**src/hw/rtl/macd_pkg.sv**
```systemverilog
// macd_pkg: field widths, register indexes, reset periods and sequencer types
// for the macd signal histogram block; no dependencies
`default_nettype none

package macd_pkg;

    localparam int PRICE_W     = 32;
    localparam int MACD_W      = 33;
    localparam int HIST_W      = 34;
    localparam int PERIOD_W    = 8;
    localparam int SUM_W       = 40;
    localparam int SIG_AVG_W   = 34;
    localparam int SIG_SUM_W   = 42;
    localparam int DIFF_W      = 35;
    localparam int ALPHA_W     = 25;
    localparam int ALPHA_SHIFT = 24;
    localparam int PROD_W      = 61;
    localparam int DIV_W       = 41;
    localparam int DIV_CNT_W   = 6;
    localparam int DEN_W       = 9;
    localparam int CFG_IDX_W   = 2;

    typedef logic [CFG_IDX_W-1:0] cfg_index_t;

    localparam cfg_index_t CFG_FAST_PERIOD   = 2'd0;
    localparam cfg_index_t CFG_SLOW_PERIOD   = 2'd1;
    localparam cfg_index_t CFG_SIGNAL_PERIOD = 2'd2;

    localparam logic [PERIOD_W-1:0] FAST_PERIOD_RESET   = 8'd12;
    localparam logic [PERIOD_W-1:0] SLOW_PERIOD_RESET   = 8'd26;
    localparam logic [PERIOD_W-1:0] SIGNAL_PERIOD_RESET = 8'd9;

    // 2^25, numerator of the smoothing coefficient
    localparam logic [DIV_W-1:0] ALPHA_NUM = 41'h200_0000;

    typedef enum logic [1:0] {
        AVG_FAST   = 2'd0,
        AVG_SLOW   = 2'd1,
        AVG_SIGNAL = 2'd2
    } avg_sel_t;

    typedef enum logic [7:0] {
        ST_IDLE   = 8'b0000_0001,
        ST_SETUP  = 8'b0000_0010,
        ST_DIV    = 8'b0000_0100,
        ST_DIVEND = 8'b0000_1000,
        ST_MUL    = 8'b0001_0000,
        ST_ADD    = 8'b0010_0000,
        ST_NEXT   = 8'b0100_0000,
        ST_FIN    = 8'b1000_0000
    } state_t;

endpackage

`default_nettype wire

```
**src/hw/rtl/macd_channels.sv**
```systemverilog
// macd_bar_if and macd_result_if: valid/ready channels for bar requests
// and histogram results; depends on macd_pkg
`default_nettype none

interface macd_bar_if;
    logic                          valid;
    logic                          ready;
    logic [macd_pkg::PRICE_W-1:0]  close_price;
    logic                          series_start;

    modport source (output valid, output close_price, output series_start, input ready);
    modport sink   (input valid, input close_price, input series_start, output ready);
endinterface

interface macd_result_if;
    logic                                valid;
    logic                                ready;
    logic                                macd_valid;
    logic signed [macd_pkg::MACD_W-1:0]  macd_value;
    logic                                signal_valid;
    logic signed [macd_pkg::MACD_W-1:0]  signal_value;
    logic signed [macd_pkg::HIST_W-1:0]  histogram_value;

    modport source (output valid, output macd_valid, output macd_value,
                    output signal_valid, output signal_value,
                    output histogram_value, input ready);
    modport sink   (input valid, input macd_valid, input macd_value,
                    input signal_valid, input signal_value,
                    input histogram_value, output ready);
endinterface

`default_nettype wire

```
**src/hw/rtl/macd_signal_histogram.sv**
```systemverilog
// macd_signal_histogram: fast, slow and signal averages sharing one multiplier
// and one bit-serial divider; depends on macd_pkg and macd_channels
// sequence: each bar passes through setup, multiply, add and next for every average that updates
//   with a cached coefficient, then fin; a result held by the sink stalls the next request
// a seed division or coefficient refresh also passes through the divider states div and divend
// reset: periods 12/26/9, all averages, sums and counts zero, no coefficient cached
`default_nettype none

module macd_signal_histogram #(
    parameter int PERIOD_MAX = 255
) (
    input  wire logic                           clk,
    input  wire logic                           rst_n,
    input  wire logic                           cfg_write_en,
    input  wire logic [macd_pkg::CFG_IDX_W-1:0] cfg_index,
    input  wire logic [macd_pkg::PERIOD_W-1:0]  cfg_data,
    macd_bar_if.sink                            bar,
    macd_result_if.source                       result
);

    localparam int CNT_W = $clog2(PERIOD_MAX + 1);
    localparam int CMP_W = (CNT_W > macd_pkg::PERIOD_W) ? CNT_W : macd_pkg::PERIOD_W;
    localparam logic [CNT_W-1:0] CNT_MAX = CNT_W'(PERIOD_MAX);

    logic [macd_pkg::PERIOD_W-1:0]       fast_period_reg;
    logic [macd_pkg::PERIOD_W-1:0]       slow_period_reg;
    logic [macd_pkg::PERIOD_W-1:0]       signal_period_reg;

    macd_pkg::state_t                    state_reg;
    macd_pkg::state_t                    state_next;
    macd_pkg::avg_sel_t                  sel_reg;

    logic [macd_pkg::PRICE_W-1:0]        close_reg;
    logic [macd_pkg::PRICE_W-1:0]        fast_avg_reg;
    logic [macd_pkg::PRICE_W-1:0]        slow_avg_reg;
    logic [macd_pkg::SUM_W-1:0]          fast_sum_reg;
    logic [macd_pkg::SUM_W-1:0]          slow_sum_reg;
    logic signed [macd_pkg::SIG_AVG_W-1:0] sig_avg_reg;
    logic signed [macd_pkg::SIG_SUM_W-1:0] sig_sum_reg;
    logic [CNT_W-1:0]                    bar_cnt_reg;
    logic [CNT_W-1:0]                    bar_old_reg;
    logic [CNT_W-1:0]                    macd_cnt_reg;
    logic signed [macd_pkg::MACD_W-1:0]  macd_reg;
    logic                                fast_ok_reg;
    logic                                slow_ok_reg;
    logic                                sig_ok_reg;

    logic [macd_pkg::ALPHA_W-1:0]        alpha_reg [3];
    logic [macd_pkg::PERIOD_W-1:0]       alpha_period_reg [3];
    logic [2:0]                          alpha_ok_reg;

    logic [macd_pkg::DIV_W-1:0]          div_num_reg;
    logic [macd_pkg::DEN_W-1:0]          div_den_reg;
    logic [macd_pkg::DEN_W-1:0]          div_rem_reg;
    logic [macd_pkg::DIV_CNT_W-1:0]      div_cnt_reg;
    logic                                div_alpha_reg;
    logic                                div_neg_reg;

    logic signed [macd_pkg::PROD_W-1:0]  prod_reg;

    logic                                out_valid_reg;
    logic                                out_macd_valid_reg;
    logic signed [macd_pkg::MACD_W-1:0]  out_macd_reg;
    logic                                out_signal_valid_reg;
    logic signed [macd_pkg::MACD_W-1:0]  out_signal_reg;
    logic signed [macd_pkg::HIST_W-1:0]  out_hist_reg;

    // operands of the average selected by sel_reg
    logic [1:0]                          sel_idx;
    logic [macd_pkg::PERIOD_W-1:0]       p_cur;
    logic [CNT_W-1:0]                    old_cur;
    logic [CNT_W-1:0]                    new_cur;
    logic signed [macd_pkg::DIFF_W-1:0]  x_cur;
    logic signed [macd_pkg::DIFF_W-1:0]  avg_cur;
    logic signed [macd_pkg::SIG_SUM_W-1:0] sum_cur;
    logic signed [macd_pkg::SIG_SUM_W-1:0] sum_new;
    logic [macd_pkg::SIG_SUM_W-1:0]      sum_mag;
    logic signed [macd_pkg::DIFF_W-1:0]  diff;
    logic signed [macd_pkg::ALPHA_W:0]   alpha_s;
    logic signed [macd_pkg::DIFF_W-1:0]  avg_upd;
    logic                                per_zero;
    logic                                in_update;
    logic                                seeding;
    logic                                alpha_hit;
    logic                                out_free;

    // divider step
    logic [macd_pkg::DEN_W:0]            rem_sh;
    logic [macd_pkg::DEN_W:0]            rem_sub;
    logic                                rem_ge;
    logic signed [macd_pkg::SIG_SUM_W-1:0] quot_s;
    logic signed [macd_pkg::SIG_SUM_W-1:0] seed_val;

    assign sel_idx = sel_reg;

    always_comb
    begin
        unique case (sel_reg)
            macd_pkg::AVG_FAST:
            begin
                p_cur   = fast_period_reg;
                old_cur = bar_old_reg;
                x_cur   = $signed({3'b000, close_reg});
                avg_cur = $signed({3'b000, fast_avg_reg});
                sum_cur = $signed({2'b00, fast_sum_reg});
            end
            macd_pkg::AVG_SLOW:
            begin
                p_cur   = slow_period_reg;
                old_cur = bar_old_reg;
                x_cur   = $signed({3'b000, close_reg});
                avg_cur = $signed({3'b000, slow_avg_reg});
                sum_cur = $signed({2'b00, slow_sum_reg});
            end
            macd_pkg::AVG_SIGNAL:
            begin
                p_cur   = signal_period_reg;
                old_cur = macd_cnt_reg;
                x_cur   = {{2{macd_reg[macd_pkg::MACD_W-1]}}, macd_reg};
                avg_cur = {sig_avg_reg[macd_pkg::SIG_AVG_W-1], sig_avg_reg};
                sum_cur = sig_sum_reg;
            end
            default:
            begin
                p_cur   = '0;
                old_cur = '0;
                x_cur   = '0;
                avg_cur = '0;
                sum_cur = '0;
            end
        endcase
    end

    assign new_cur   = (old_cur < CNT_MAX) ? old_cur + CNT_W'(1) : old_cur;
    assign per_zero  = (p_cur == '0);
    assign in_update = !per_zero && (CMP_W'(old_cur) >= CMP_W'(p_cur));
    assign seeding   = !per_zero && !in_update && (CMP_W'(new_cur) == CMP_W'(p_cur));
    assign alpha_hit = alpha_ok_reg[sel_idx] && (alpha_period_reg[sel_idx] == p_cur);

    assign sum_new = sum_cur + {{(macd_pkg::SIG_SUM_W - macd_pkg::DIFF_W){x_cur[macd_pkg::DIFF_W-1]}},
                                x_cur};
    assign sum_mag = sum_new[macd_pkg::SIG_SUM_W-1] ? -sum_new : sum_new;

    assign diff    = x_cur - avg_cur;
    assign alpha_s = $signed({1'b0, alpha_reg[sel_idx]});
    assign avg_upd = avg_cur + prod_reg[macd_pkg::ALPHA_SHIFT+macd_pkg::DIFF_W-1:macd_pkg::ALPHA_SHIFT];

    assign rem_sh  = {div_rem_reg, div_num_reg[macd_pkg::DIV_W-1]};
    assign rem_ge  = (rem_sh >= {1'b0, div_den_reg});
    assign rem_sub = rem_sh - {1'b0, div_den_reg};
    assign quot_s  = $signed({1'b0, div_num_reg});
    assign seed_val = div_neg_reg ? -quot_s : quot_s;

    assign out_free = !out_valid_reg || result.ready;

    always_comb
    begin
        state_next = state_reg;
        unique case (state_reg)
            macd_pkg::ST_IDLE:
                if (bar.valid)
                    state_next = macd_pkg::ST_SETUP;
            macd_pkg::ST_SETUP:
                if (in_update)
                    state_next = alpha_hit ? macd_pkg::ST_MUL : macd_pkg::ST_DIV;
                else if (seeding)
                    state_next = macd_pkg::ST_DIV;
                else
                    state_next = macd_pkg::ST_NEXT;
            macd_pkg::ST_DIV:
                if (div_cnt_reg == '0)
                    state_next = macd_pkg::ST_DIVEND;
            macd_pkg::ST_DIVEND:
                state_next = div_alpha_reg ? macd_pkg::ST_MUL : macd_pkg::ST_NEXT;
            macd_pkg::ST_MUL:
                state_next = macd_pkg::ST_ADD;
            macd_pkg::ST_ADD:
                state_next = macd_pkg::ST_NEXT;
            macd_pkg::ST_NEXT:
                if (sel_reg == macd_pkg::AVG_FAST)
                    state_next = macd_pkg::ST_SETUP;
                else if (sel_reg == macd_pkg::AVG_SLOW && fast_ok_reg && slow_ok_reg)
                    state_next = macd_pkg::ST_SETUP;
                else
                    state_next = macd_pkg::ST_FIN;
            macd_pkg::ST_FIN:
                if (out_free)
                    state_next = macd_pkg::ST_IDLE;
            default:
                state_next = macd_pkg::ST_IDLE;
        endcase
    end

    // configuration registers
    always_ff @(posedge clk or negedge rst_n)
    begin
        if (!rst_n)
        begin
            fast_period_reg   <= macd_pkg::FAST_PERIOD_RESET;
            slow_period_reg   <= macd_pkg::SLOW_PERIOD_RESET;
            signal_period_reg <= macd_pkg::SIGNAL_PERIOD_RESET;
        end
        else if (cfg_write_en)
        begin
            unique case (cfg_index)
                macd_pkg::CFG_FAST_PERIOD:   fast_period_reg   <= cfg_data;
                macd_pkg::CFG_SLOW_PERIOD:   slow_period_reg   <= cfg_data;
                macd_pkg::CFG_SIGNAL_PERIOD: signal_period_reg <= cfg_data;
                default: ;
            endcase
        end
    end

    // sequencer and architectural state
    always_ff @(posedge clk or negedge rst_n)
    begin
        if (!rst_n)
        begin
            state_reg     <= macd_pkg::ST_IDLE;
            sel_reg       <= macd_pkg::AVG_FAST;
            fast_avg_reg  <= '0;
            slow_avg_reg  <= '0;
            fast_sum_reg  <= '0;
            slow_sum_reg  <= '0;
            sig_avg_reg   <= '0;
            sig_sum_reg   <= '0;
            bar_cnt_reg   <= '0;
            bar_old_reg   <= '0;
            macd_cnt_reg  <= '0;
            macd_reg      <= '0;
            fast_ok_reg   <= 1'b0;
            slow_ok_reg   <= 1'b0;
            sig_ok_reg    <= 1'b0;
            alpha_ok_reg  <= '0;
            div_alpha_reg <= 1'b0;
            div_neg_reg   <= 1'b0;
            div_cnt_reg   <= '0;
            out_valid_reg <= 1'b0;
        end
        else
        begin
            state_reg <= state_next;

            unique case (state_reg)
                macd_pkg::ST_IDLE:
                    if (bar.valid)
                    begin
                        close_reg   <= bar.close_price;
                        sel_reg     <= macd_pkg::AVG_FAST;
                        fast_ok_reg <= 1'b0;
                        slow_ok_reg <= 1'b0;
                        sig_ok_reg  <= 1'b0;
                        if (bar.series_start)
                        begin
                            fast_avg_reg <= '0;
                            slow_avg_reg <= '0;
                            fast_sum_reg <= '0;
                            slow_sum_reg <= '0;
                            sig_avg_reg  <= '0;
                            sig_sum_reg  <= '0;
                            macd_cnt_reg <= '0;
                            bar_old_reg  <= '0;
                            bar_cnt_reg  <= (CNT_MAX > '0) ? CNT_W'(1) : '0;
                        end
                        else
                        begin
                            bar_old_reg <= bar_cnt_reg;
                            bar_cnt_reg <= (bar_cnt_reg < CNT_MAX) ?
                                           bar_cnt_reg + CNT_W'(1) : bar_cnt_reg;
                        end
                    end
                macd_pkg::ST_SETUP:
                begin
                    if (sel_reg == macd_pkg::AVG_SIGNAL)
                        macd_cnt_reg <= new_cur;
                    if (!per_zero && !in_update)
                    begin
                        unique case (sel_reg)
                            macd_pkg::AVG_FAST:   fast_sum_reg <= sum_new[macd_pkg::SUM_W-1:0];
                            macd_pkg::AVG_SLOW:   slow_sum_reg <= sum_new[macd_pkg::SUM_W-1:0];
                            macd_pkg::AVG_SIGNAL: sig_sum_reg  <= sum_new;
                            default: ;
                        endcase
                    end
                    unique case (sel_reg)
                        macd_pkg::AVG_FAST:   fast_ok_reg <= in_update || seeding;
                        macd_pkg::AVG_SLOW:   slow_ok_reg <= in_update || seeding;
                        macd_pkg::AVG_SIGNAL: sig_ok_reg  <= in_update || seeding;
                        default: ;
                    endcase
                    div_rem_reg <= '0;
                    div_cnt_reg <= macd_pkg::DIV_CNT_W'(macd_pkg::DIV_W - 1);
                    if (in_update)
                    begin
                        div_alpha_reg <= 1'b1;
                        div_neg_reg   <= 1'b0;
                        div_num_reg   <= macd_pkg::ALPHA_NUM;
                        div_den_reg   <= macd_pkg::DEN_W'(p_cur) + macd_pkg::DEN_W'(1);
                    end
                    else
                    begin
                        div_alpha_reg <= 1'b0;
                        div_neg_reg   <= sum_new[macd_pkg::SIG_SUM_W-1];
                        div_num_reg   <= sum_mag[macd_pkg::DIV_W-1:0];
                        div_den_reg   <= macd_pkg::DEN_W'(p_cur);
                    end
                end
                macd_pkg::ST_DIV:
                begin
                    div_cnt_reg <= div_cnt_reg - macd_pkg::DIV_CNT_W'(1);
                    div_rem_reg <= rem_ge ? rem_sub[macd_pkg::DEN_W-1:0] :
                                            rem_sh[macd_pkg::DEN_W-1:0];
                    div_num_reg <= {div_num_reg[macd_pkg::DIV_W-2:0], rem_ge};
                end
                macd_pkg::ST_DIVEND:
                    if (div_alpha_reg)
                    begin
                        alpha_reg[sel_idx]        <= div_num_reg[macd_pkg::ALPHA_W-1:0];
                        alpha_period_reg[sel_idx] <= p_cur;
                        alpha_ok_reg[sel_idx]     <= 1'b1;
                    end
                    else
                    begin
                        unique case (sel_reg)
                            macd_pkg::AVG_FAST:
                                fast_avg_reg <= seed_val[macd_pkg::PRICE_W-1:0];
                            macd_pkg::AVG_SLOW:
                                slow_avg_reg <= seed_val[macd_pkg::PRICE_W-1:0];
                            macd_pkg::AVG_SIGNAL:
                                sig_avg_reg  <= seed_val[macd_pkg::SIG_AVG_W-1:0];
                            default: ;
                        endcase
                    end
                macd_pkg::ST_MUL:
                    prod_reg <= macd_pkg::PROD_W'(diff) * macd_pkg::PROD_W'(alpha_s);
                macd_pkg::ST_ADD:
                begin
                    unique case (sel_reg)
                        macd_pkg::AVG_FAST:   fast_avg_reg <= avg_upd[macd_pkg::PRICE_W-1:0];
                        macd_pkg::AVG_SLOW:   slow_avg_reg <= avg_upd[macd_pkg::PRICE_W-1:0];
                        macd_pkg::AVG_SIGNAL: sig_avg_reg  <= avg_upd[macd_pkg::SIG_AVG_W-1:0];
                        default: ;
                    endcase
                end
                macd_pkg::ST_NEXT:
                begin
                    if (sel_reg == macd_pkg::AVG_FAST)
                        sel_reg <= macd_pkg::AVG_SLOW;
                    else if (sel_reg == macd_pkg::AVG_SLOW)
                    begin
                        sel_reg  <= macd_pkg::AVG_SIGNAL;
                        macd_reg <= $signed({1'b0, fast_avg_reg}) - $signed({1'b0, slow_avg_reg});
                    end
                end
                macd_pkg::ST_FIN:
                    if (out_free)
                    begin
                        out_macd_valid_reg   <= fast_ok_reg && slow_ok_reg;
                        out_signal_valid_reg <= sig_ok_reg;
                        out_macd_reg         <= (fast_ok_reg && slow_ok_reg) ? macd_reg : '0;
                        out_signal_reg       <= sig_ok_reg ?
                                                sig_avg_reg[macd_pkg::MACD_W-1:0] : '0;
                        out_hist_reg         <= sig_ok_reg ?
                            ({macd_reg[macd_pkg::MACD_W-1], macd_reg} -
                             {sig_avg_reg[macd_pkg::MACD_W-1], sig_avg_reg[macd_pkg::MACD_W-1:0]})
                            : '0;
                    end
                default: ;
            endcase

            if (state_reg == macd_pkg::ST_FIN && out_free)
                out_valid_reg <= 1'b1;
            else if (result.ready)
                out_valid_reg <= 1'b0;
        end
    end

    assign bar.ready              = (state_reg == macd_pkg::ST_IDLE);
    assign result.valid           = out_valid_reg;
    assign result.macd_valid      = out_macd_valid_reg;
    assign result.macd_value      = out_macd_reg;
    assign result.signal_valid    = out_signal_valid_reg;
    assign result.signal_value    = out_signal_reg;
    assign result.histogram_value = out_hist_reg;

endmodule

`default_nettype wire
```
**src/flat_wrapper.sv**
```systemverilog
// flat-port wrapper written by rule: the top's interface ports become plain ports
module macd_signal_histogram_flat 
#(
    parameter int PERIOD_MAX = 255
)
  (clk, rst_n, cfg_write_en, cfg_index, cfg_data, bar_valid, bar_close_price, bar_series_start, bar_ready, result_valid, result_macd_valid, result_macd_value, result_signal_valid, result_signal_value, result_histogram_value, result_ready);
  macd_bar_if bar_i ();
  macd_result_if result_i ();
  input  wire logic clk;
  input  wire logic rst_n;
  input  wire logic cfg_write_en;
  input  wire logic [macd_pkg::CFG_IDX_W-1:0] cfg_index;
  input  wire logic [macd_pkg::PERIOD_W-1:0] cfg_data;
  input wire logic [$bits(bar_i.valid)-1:0] bar_valid;
  input wire logic [$bits(bar_i.close_price)-1:0] bar_close_price;
  input wire logic [$bits(bar_i.series_start)-1:0] bar_series_start;
  output wire logic [$bits(bar_i.ready)-1:0] bar_ready;
  output wire logic [$bits(result_i.valid)-1:0] result_valid;
  output wire logic [$bits(result_i.macd_valid)-1:0] result_macd_valid;
  output wire logic [$bits(result_i.macd_value)-1:0] result_macd_value;
  output wire logic [$bits(result_i.signal_valid)-1:0] result_signal_valid;
  output wire logic [$bits(result_i.signal_value)-1:0] result_signal_value;
  output wire logic [$bits(result_i.histogram_value)-1:0] result_histogram_value;
  input wire logic [$bits(result_i.ready)-1:0] result_ready;
  assign bar_i.valid = bar_valid;
  assign bar_i.close_price = bar_close_price;
  assign bar_i.series_start = bar_series_start;
  assign bar_ready = bar_i.ready;
  assign result_valid = result_i.valid;
  assign result_macd_valid = result_i.macd_valid;
  assign result_macd_value = result_i.macd_value;
  assign result_signal_valid = result_i.signal_valid;
  assign result_signal_value = result_i.signal_value;
  assign result_histogram_value = result_i.histogram_value;
  assign result_i.ready = result_ready;
  macd_signal_histogram #(.PERIOD_MAX(PERIOD_MAX)) u_core (.clk(clk), .rst_n(rst_n), .cfg_write_en(cfg_write_en), .cfg_index(cfg_index), .cfg_data(cfg_data), .bar(bar_i), .result(result_i));
endmodule
```
**config.mk**
```make
export PLATFORM = sky130hd
export DESIGN_NAME = macd_signal_histogram_flat
export DESIGN_NICKNAME = d
export VERILOG_FILES = /design/src/hw/rtl/macd_pkg.sv /design/src/hw/rtl/macd_channels.sv /design/src/hw/rtl/macd_signal_histogram.sv /design/src/flat_wrapper.sv
export SDC_FILE = /design/constraint.sdc
export NUM_CORES = 2
export LEC_CHECK = 0
export BUFFER_PORTS_ARGS = -buffer_cell sky130_fd_sc_hd__buf_2
export CAP_MARGIN = 20
export CORE_ASPECT_RATIO = 1.75
export CORE_MARGIN = 2
export CORE_UTILIZATION = 40
export CTS_CLUSTER_DIAMETER = 200
export DETAILED_ROUTE_END_ITERATION = 10
export SETUP_SLACK_MARGIN = 0.2
export SLEW_MARGIN = 5
export SYNTH_ARGS = -nofsm -noshare
export SYNTH_HDL_FRONTEND = slang
export SYNTH_SLANG_ARGS = --single-unit
```
**constraint.sdc**
```tcl
create_clock -name clk -period 17.75 [get_ports clk]
set_input_delay 3.55 -clock clk [delete_from_list [all_inputs] [get_ports clk]]
set_output_delay 3.55 -clock clk [all_outputs]
set_load 0.01 [all_outputs]
```
Yosys cells after proc, flatten, opt, wreduce, memory -nomap -nowiden
Memories as Yosys holds them, arrays and structs flattened.
Index checks and enable logic that the tools add are counted.
{"block": "op_classes", "eq_ne": 30, "order_cmp": 6, "n_mul": 1, "bitwise_logic": 2, "muxes": 82, "n_addsub": 12, "reduce_logical": 50}
{"op": "32-bit 2-to-1 mux", "count": 8}
{"op": "40-bit 2-to-1 mux", "count": 6}
{"op": "34-bit 2-to-1 mux", "count": 6}
{"op": "32-bit case mux with 3 select lines", "count": 2}
{"op": "42-bit 2-to-1 mux", "count": 4}
{"op": "40-bit case mux with 2 select lines", "count": 2}
{"op": "42-bit case mux with 3 select lines", "count": 1}
{"op": "8-bit 2-to-1 mux", "count": 14}
{"op": "35-bit case mux with 3 select lines", "count": 1}
{"op": "34-bit case mux with 3 select lines", "count": 1}
{"op": "42-bit case mux with 2 select lines", "count": 1}
{"op": "41-bit 2-to-1 mux", "count": 2}
{"op": "41-bit case mux with 2 select lines", "count": 1}
{"op": "35-bit case mux with 2 select lines", "count": 1}
{"op": "8-bit case mux with 8 select lines", "count": 1}
{"op": "35-bit by 26-bit multiplier with 58-bit output", "count": 1}
{"op": "42-bit adder", "count": 1}
{"op": "41-bit negation", "count": 1}
{"op": "35-bit subtractor", "count": 1}
{"op": "34-bit adder", "count": 1}
{"op": "34-bit negation", "count": 1}
{"op": "33-bit by 33-bit subtractor with 34-bit output", "count": 1}
{"op": "32-bit by 32-bit subtractor with 33-bit output", "count": 1}
{"op": "8-bit case mux with 2 select lines", "count": 2}
{"op": "51 further kinds", "count": 122}
{"block": "word_totals", "ram_bits": 99, "in_bits": 48, "elab_cells": 219, "out_inout_bits": 104, "n_memories": 2, "ff_bits": 577}
{"name": "u_core.alpha_reg", "depth": 3, "width": 25, "rd": 1, "rd_ports_with_merged_regs": 0, "wr": 1, "line": "macd_signal_histogram.sv:48", "rtl": "logic [macd_pkg::ALPHA_W-1:0] alpha_reg [3];"}
{"name": "u_core.alpha_period_reg", "depth": 3, "width": 8, "rd": 1, "rd_ports_with_merged_regs": 0, "wr": 1, "line": "macd_signal_histogram.sv:49", "rtl": "logic [macd_pkg::PERIOD_W-1:0] alpha_period_reg [3];"}

Depth between registers and ports, before layout
{"block": "depth", "depth_word": 11, "depth_mapped": 50, "ltp_nobuf": 43}

Worst setup path before layout
Ideal clock, no wire load.
{"block": "synth_path", "kind": "flip-flop to flip-flop", "startpoint": "register u_core.sel_reg[0] (netlist: u_core.sel_idx[0])", "endpoint": "register u_core.prod_reg[45] in the netlist's numbering (data pin)", "path_buffers": 8, "required_ps": 17492, "t_arrival_ps": 12225, "path_stages_with_launch": 49, "slack_ps": 5267, "setup_time_ps": 258, "synth_period_minus_slack_ps": 12483, "path_cell_list": "dfrtp_1 -> buf_2 -> clkbuf_1 -> clkbuf_1 -> buf_2 -> buf_2 -> buf_2 -> buf_1 -> mux2i_1 -> o21ai_0 -> ha_1 -> inv_1 -> fa_1 -> a21o_1 -> a21oi_1 -> o21ai_1 -> nand3_1 -> o211ai_1 -> [... 13 more ...] -> inv_1 -> fa_1 -> fa_1 -> inv_1 -> fa_1 -> inv_1 -> ha_1 -> a21o_1 -> a21o_1 -> a221o_1 -> a21o_1 -> a211oi_1 -> nand2_1 -> o21ai_1 -> a21oi_1 -> or3b_2 -> a21oi_1 -> xnor2_1"}
{"block": "synth_between", "elab_chain_len": 5, "elab_cells_between_ends": 9, "classes_between": "add/sub (1); mul (1); eq/ne (2); mux (2); reduce/logical (2); memory (1)"}
{"element": "start: declaration", "line": "macd_signal_histogram.sv:31", "rtl": "macd_pkg::avg_sel_t sel_reg;"}
{"element": "start signal: assignment", "line": "macd_signal_histogram.sv:220", "rtl": "sel_reg <= macd_pkg::AVG_FAST;"}
{"element": "start signal: assignment", "line": "macd_signal_histogram.sv:249", "rtl": "sel_reg <= macd_pkg::AVG_FAST;"}
{"element": "start signal: assignment", "line": "macd_signal_histogram.sv:348", "rtl": "sel_reg <= macd_pkg::AVG_SLOW;"}
{"element": "2-bit by 1-bit == test with 1-bit output or 2-bit zero test (tied branches)", "line": "macd_signal_histogram.sv:98", "rtl": "unique case (sel_reg)"}
{"element": "2-bit OR reduction (no source line)"}
{"element": "35-bit case mux with 2 select lines", "line": "macd_signal_histogram.sv:98"}
{"element": "35-bit subtractor", "line": "macd_signal_histogram.sv:144", "rtl": "assign diff = x_cur - avg_cur;"}
{"element": "35-bit by 26-bit multiplier with 58-bit output *", "line": "macd_signal_histogram.sv:335", "rtl": "prod_reg <= macd_pkg::PROD_W'(diff) * macd_pkg::PROD_W'(alpha_s);"}
{"element": "end signal: assignment", "line": "macd_signal_histogram.sv:335"}
{"element": "end: declaration", "line": "macd_signal_histogram.sv:59", "rtl": "logic signed [macd_pkg::PROD_W-1:0] prod_reg;"}
Every way passes the cells marked *; elsewhere a longest branch is shown, timed or not.
A chain may end at the register's enable or synchronous reset.

Worst setup path after layout
{"block": "layout_path", "startpoint": "register u_core.sel_reg[1] (netlist: u_core.sel_idx[1])", "endpoint": "register u_core.prod_reg[57] in the netlist's numbering (data pin)"}
Same word-level chain as after synthesis.

==> out/qor.yml <==
outcome:
  status: "finished clean"
logic_synthesis:
  yosysTopAreaCell: "fa_1"
  synth.area.top_cells: "fa_1, edfxtp_1, dfrtp_1"
  synthCells: 7019
  yosysUniqueCellTypes: 109
  syn-cell-area_um2: 67000
  synth-seq-cells: 652
  synth_top_area_share: 0.258
  ys_top_cells_by_count: "inv_1, fa_1, nand2_1"
  postSynthAreaPerCell_um2: 9.54
  yosys_warnings: 0
  synthMostInstantiatedCell: "inv_1"
  synth_edf_count: 326
  synth_flop_cell: "edfxtp_1"
  syn_nets: 8287
  yosysSeqAreaShare: 0.268
  async_flop_share: 0.500
worst_setup_path:
  crit_type: "reg2reg"
  reg2reg_depth: 40
  crit_top_cell: "fa_1"
  end_kind: "register"
  r2r-end: "u_core.prod_reg[57]"
  start_kind: "register"
  arrival_ns: 14.31
  crit_slowest_cell: "xnor2_1"
  rr_startpoint: "u_core.sel_idx[1]"
  crit_required_ns: 18.13
  crit_path_start: "u_core.sel_idx[1]"
  reg2reg_slack_ns: 3.83
  max_stage_delay_ns: 0.80
  crit_fanout: 35
  endpoint: "u_core.prod_reg[57]"
cts:
  cts_tree: "yes"
  cts_resized: 0
  ctsHoldBuffers: 0
  cts_buffer_depth: 3
  root_buffer: "clkbuf_16"
  insertion_delay_ns: 0.68
  clock-sinks: 652
  clk_pin_slew_ns: 0.07
  htreeDepth: 2
  numCtsBuffers: 59
  post_cts_buffers: 0
route:
  firstDrtPassIters: 8
  viasPerCell: 5.51
  drt.antenna.violating_nets: 0
  drt_iter0_drc: 3645
  wl_per_cell_um: 25.0
  vias: 51500
  drc: 0
  wl_um: 233000
flow_run:
  max-cap-violations: 0
timing:
  rsz0062_at_grt: "no"
  clock.fmax_mhz: 71.8
  worst_pin_slew_ns: 1.26
  layout_min_cycle_time_ns: 13.92
  finalMaxSlewViolations: 0
  fin_skew_ns: 0.0471
  holdWs_ns: 0.458
  setup_tns_ns: 0
  hold_viol: 0
  relSlewSlack: 0.157
  period_share: 0.784
  setup-violations-final: 0
grt:
  track_usage: 0.274
  grt-ovfl-total: 0
  first_global_vias: 55300
  antenna_found_initial: 8
  grt_pass1_wl_um: 347000
  grt_max_degree: 86
finish:
  drive_above_1_share: 0.0954
  areaGrowthSynthToFinish_pct: 8.99
  largest_reg_flops: 75
  fill_cells: 16100
  design_area_um2: 73000
  final_nets: 8352
hold_path:
  worst_hold_path_type: "reg2reg"
place:
  gp_congestion: 0.998
  placed_cell_area_um2: 70700
  hpwl_um: 188000
  io_buffers: 151
die:
  core_um2: 166000
  start_util: 0.403
  row_count: 198
  ioPinCount: 152
  dieWidth_um: 313
  die_area_um2: 171000
  die_y_um: 545
==> how the worst min path moves through the flow <==
stage          cells past startpoint                    from                     end  slack [ns]
2_1_floorplan                      2  u_core.sig_sum_reg[40]  u_core.sig_sum_reg[40]        0.43
3_3_place_gp                       2  u_core.sig_sum_reg[40]  u_core.sig_sum_reg[40]        0.45
3_5_place_dp                       2   u_core.bar_old_reg[5]   u_core.bar_old_reg[5]        0.45
4_1_cts                            2   u_core.bar_old_reg[5]   u_core.bar_old_reg[5]        0.46
5_1_grt                            2   u_core.bar_old_reg[5]   u_core.bar_old_reg[5]        0.48
6_report                           2   u_core.bar_old_reg[5]   u_core.bar_old_reg[5]        0.46
==> through the flow <==
step                      utilization  worst slack, ns  std cells
final                           0.439             3.83       9339
after CTS                       0.439             3.95       9330
after global routing            0.439             3.34       9336
after global placement          0.425             4.14       9215
after detailed placement        0.425             4.01       9218
after floorplan                     -             5.27       7019
==> cell type report <==
class / instances / area, µm² / share of cell area
Antenna cell: 4 / 10.0 / 0.000137
Clock buffer: 83 / 1750 / 0.0239
Clock inverter: 29 / 468 / 0.00641
Inverter: 1152 / 4320 / 0.0592
Multi-Input combinational cell: 4927 / 43800 / 0.601
Sequential cell: 652 / 18000 / 0.246
Tap cell: 2200 / 2750 / 0.0377
Timing Repair Buffer: 292 / 1880 / 0.0258
==> worst max-delay path, delay by kind of cell, from the launching register on <==
kind	cells	cell delay, ns
flip-flops	1	0.71
AO/OA/AOI/OAI	15	4.42
buffers and inverters	5	0.57
AND/OR/NAND/NOR	8	2.40
XOR/XNOR	2	0.86
adder cells (fa/ha/maj)	10	4.63
==> cell usage in the layout (no fill, tap or decap), types with 57 or more instances in the layout <==
cell type and instances:
buf_4 134, fa_1 862, mux2_2 167, o21a_1 64, buf_2 151, a21o_1 88
nor2_1 720, xnor2_1 196, nand2b_1 57, dfrtp_1 315, and2_1 95, edfxtp_1 326
nand3_1 71, a21oi_1 226, inv_1 1152, ha_1 358, mux2i_1 127, clkbuf_16 64
o21ai_0 265, xor2_1 112, nand2_1 768
==> cells by family (layout without fill, tap and decap cells) <==
kind of cell	Yosys count	count (layout)	share of synthesized area
buffers and inverters	1440	1556	0.0815
XOR/XNOR	325	325	0.0428
flip-flops	652	652	0.268
AO/OA/AOI/OAI	1038	1038	0.0989
other	0	4	0
multiplexers	294	294	0.0471
AND/OR/NAND/NOR	2050	2050	0.137
adder cells (fa/ha/maj)	1220	1220	0.325
==> layer usage <==
layer | vias to the layer above | track usage | share of wire
li1 | 22800 | - | -
met1 | 25900 | 0.272 | 0.32
met2 | 1968 | 0.496 | 0.51
met3 | 837 | 0.0318 | 0.050
met4 | 2 | 0.246 | 0.11
met5 | - | 0 | 0.000056
Power is not shown: default switching activity piles up to over one toggle a cycle in this logic, so the estimate is an artifact.
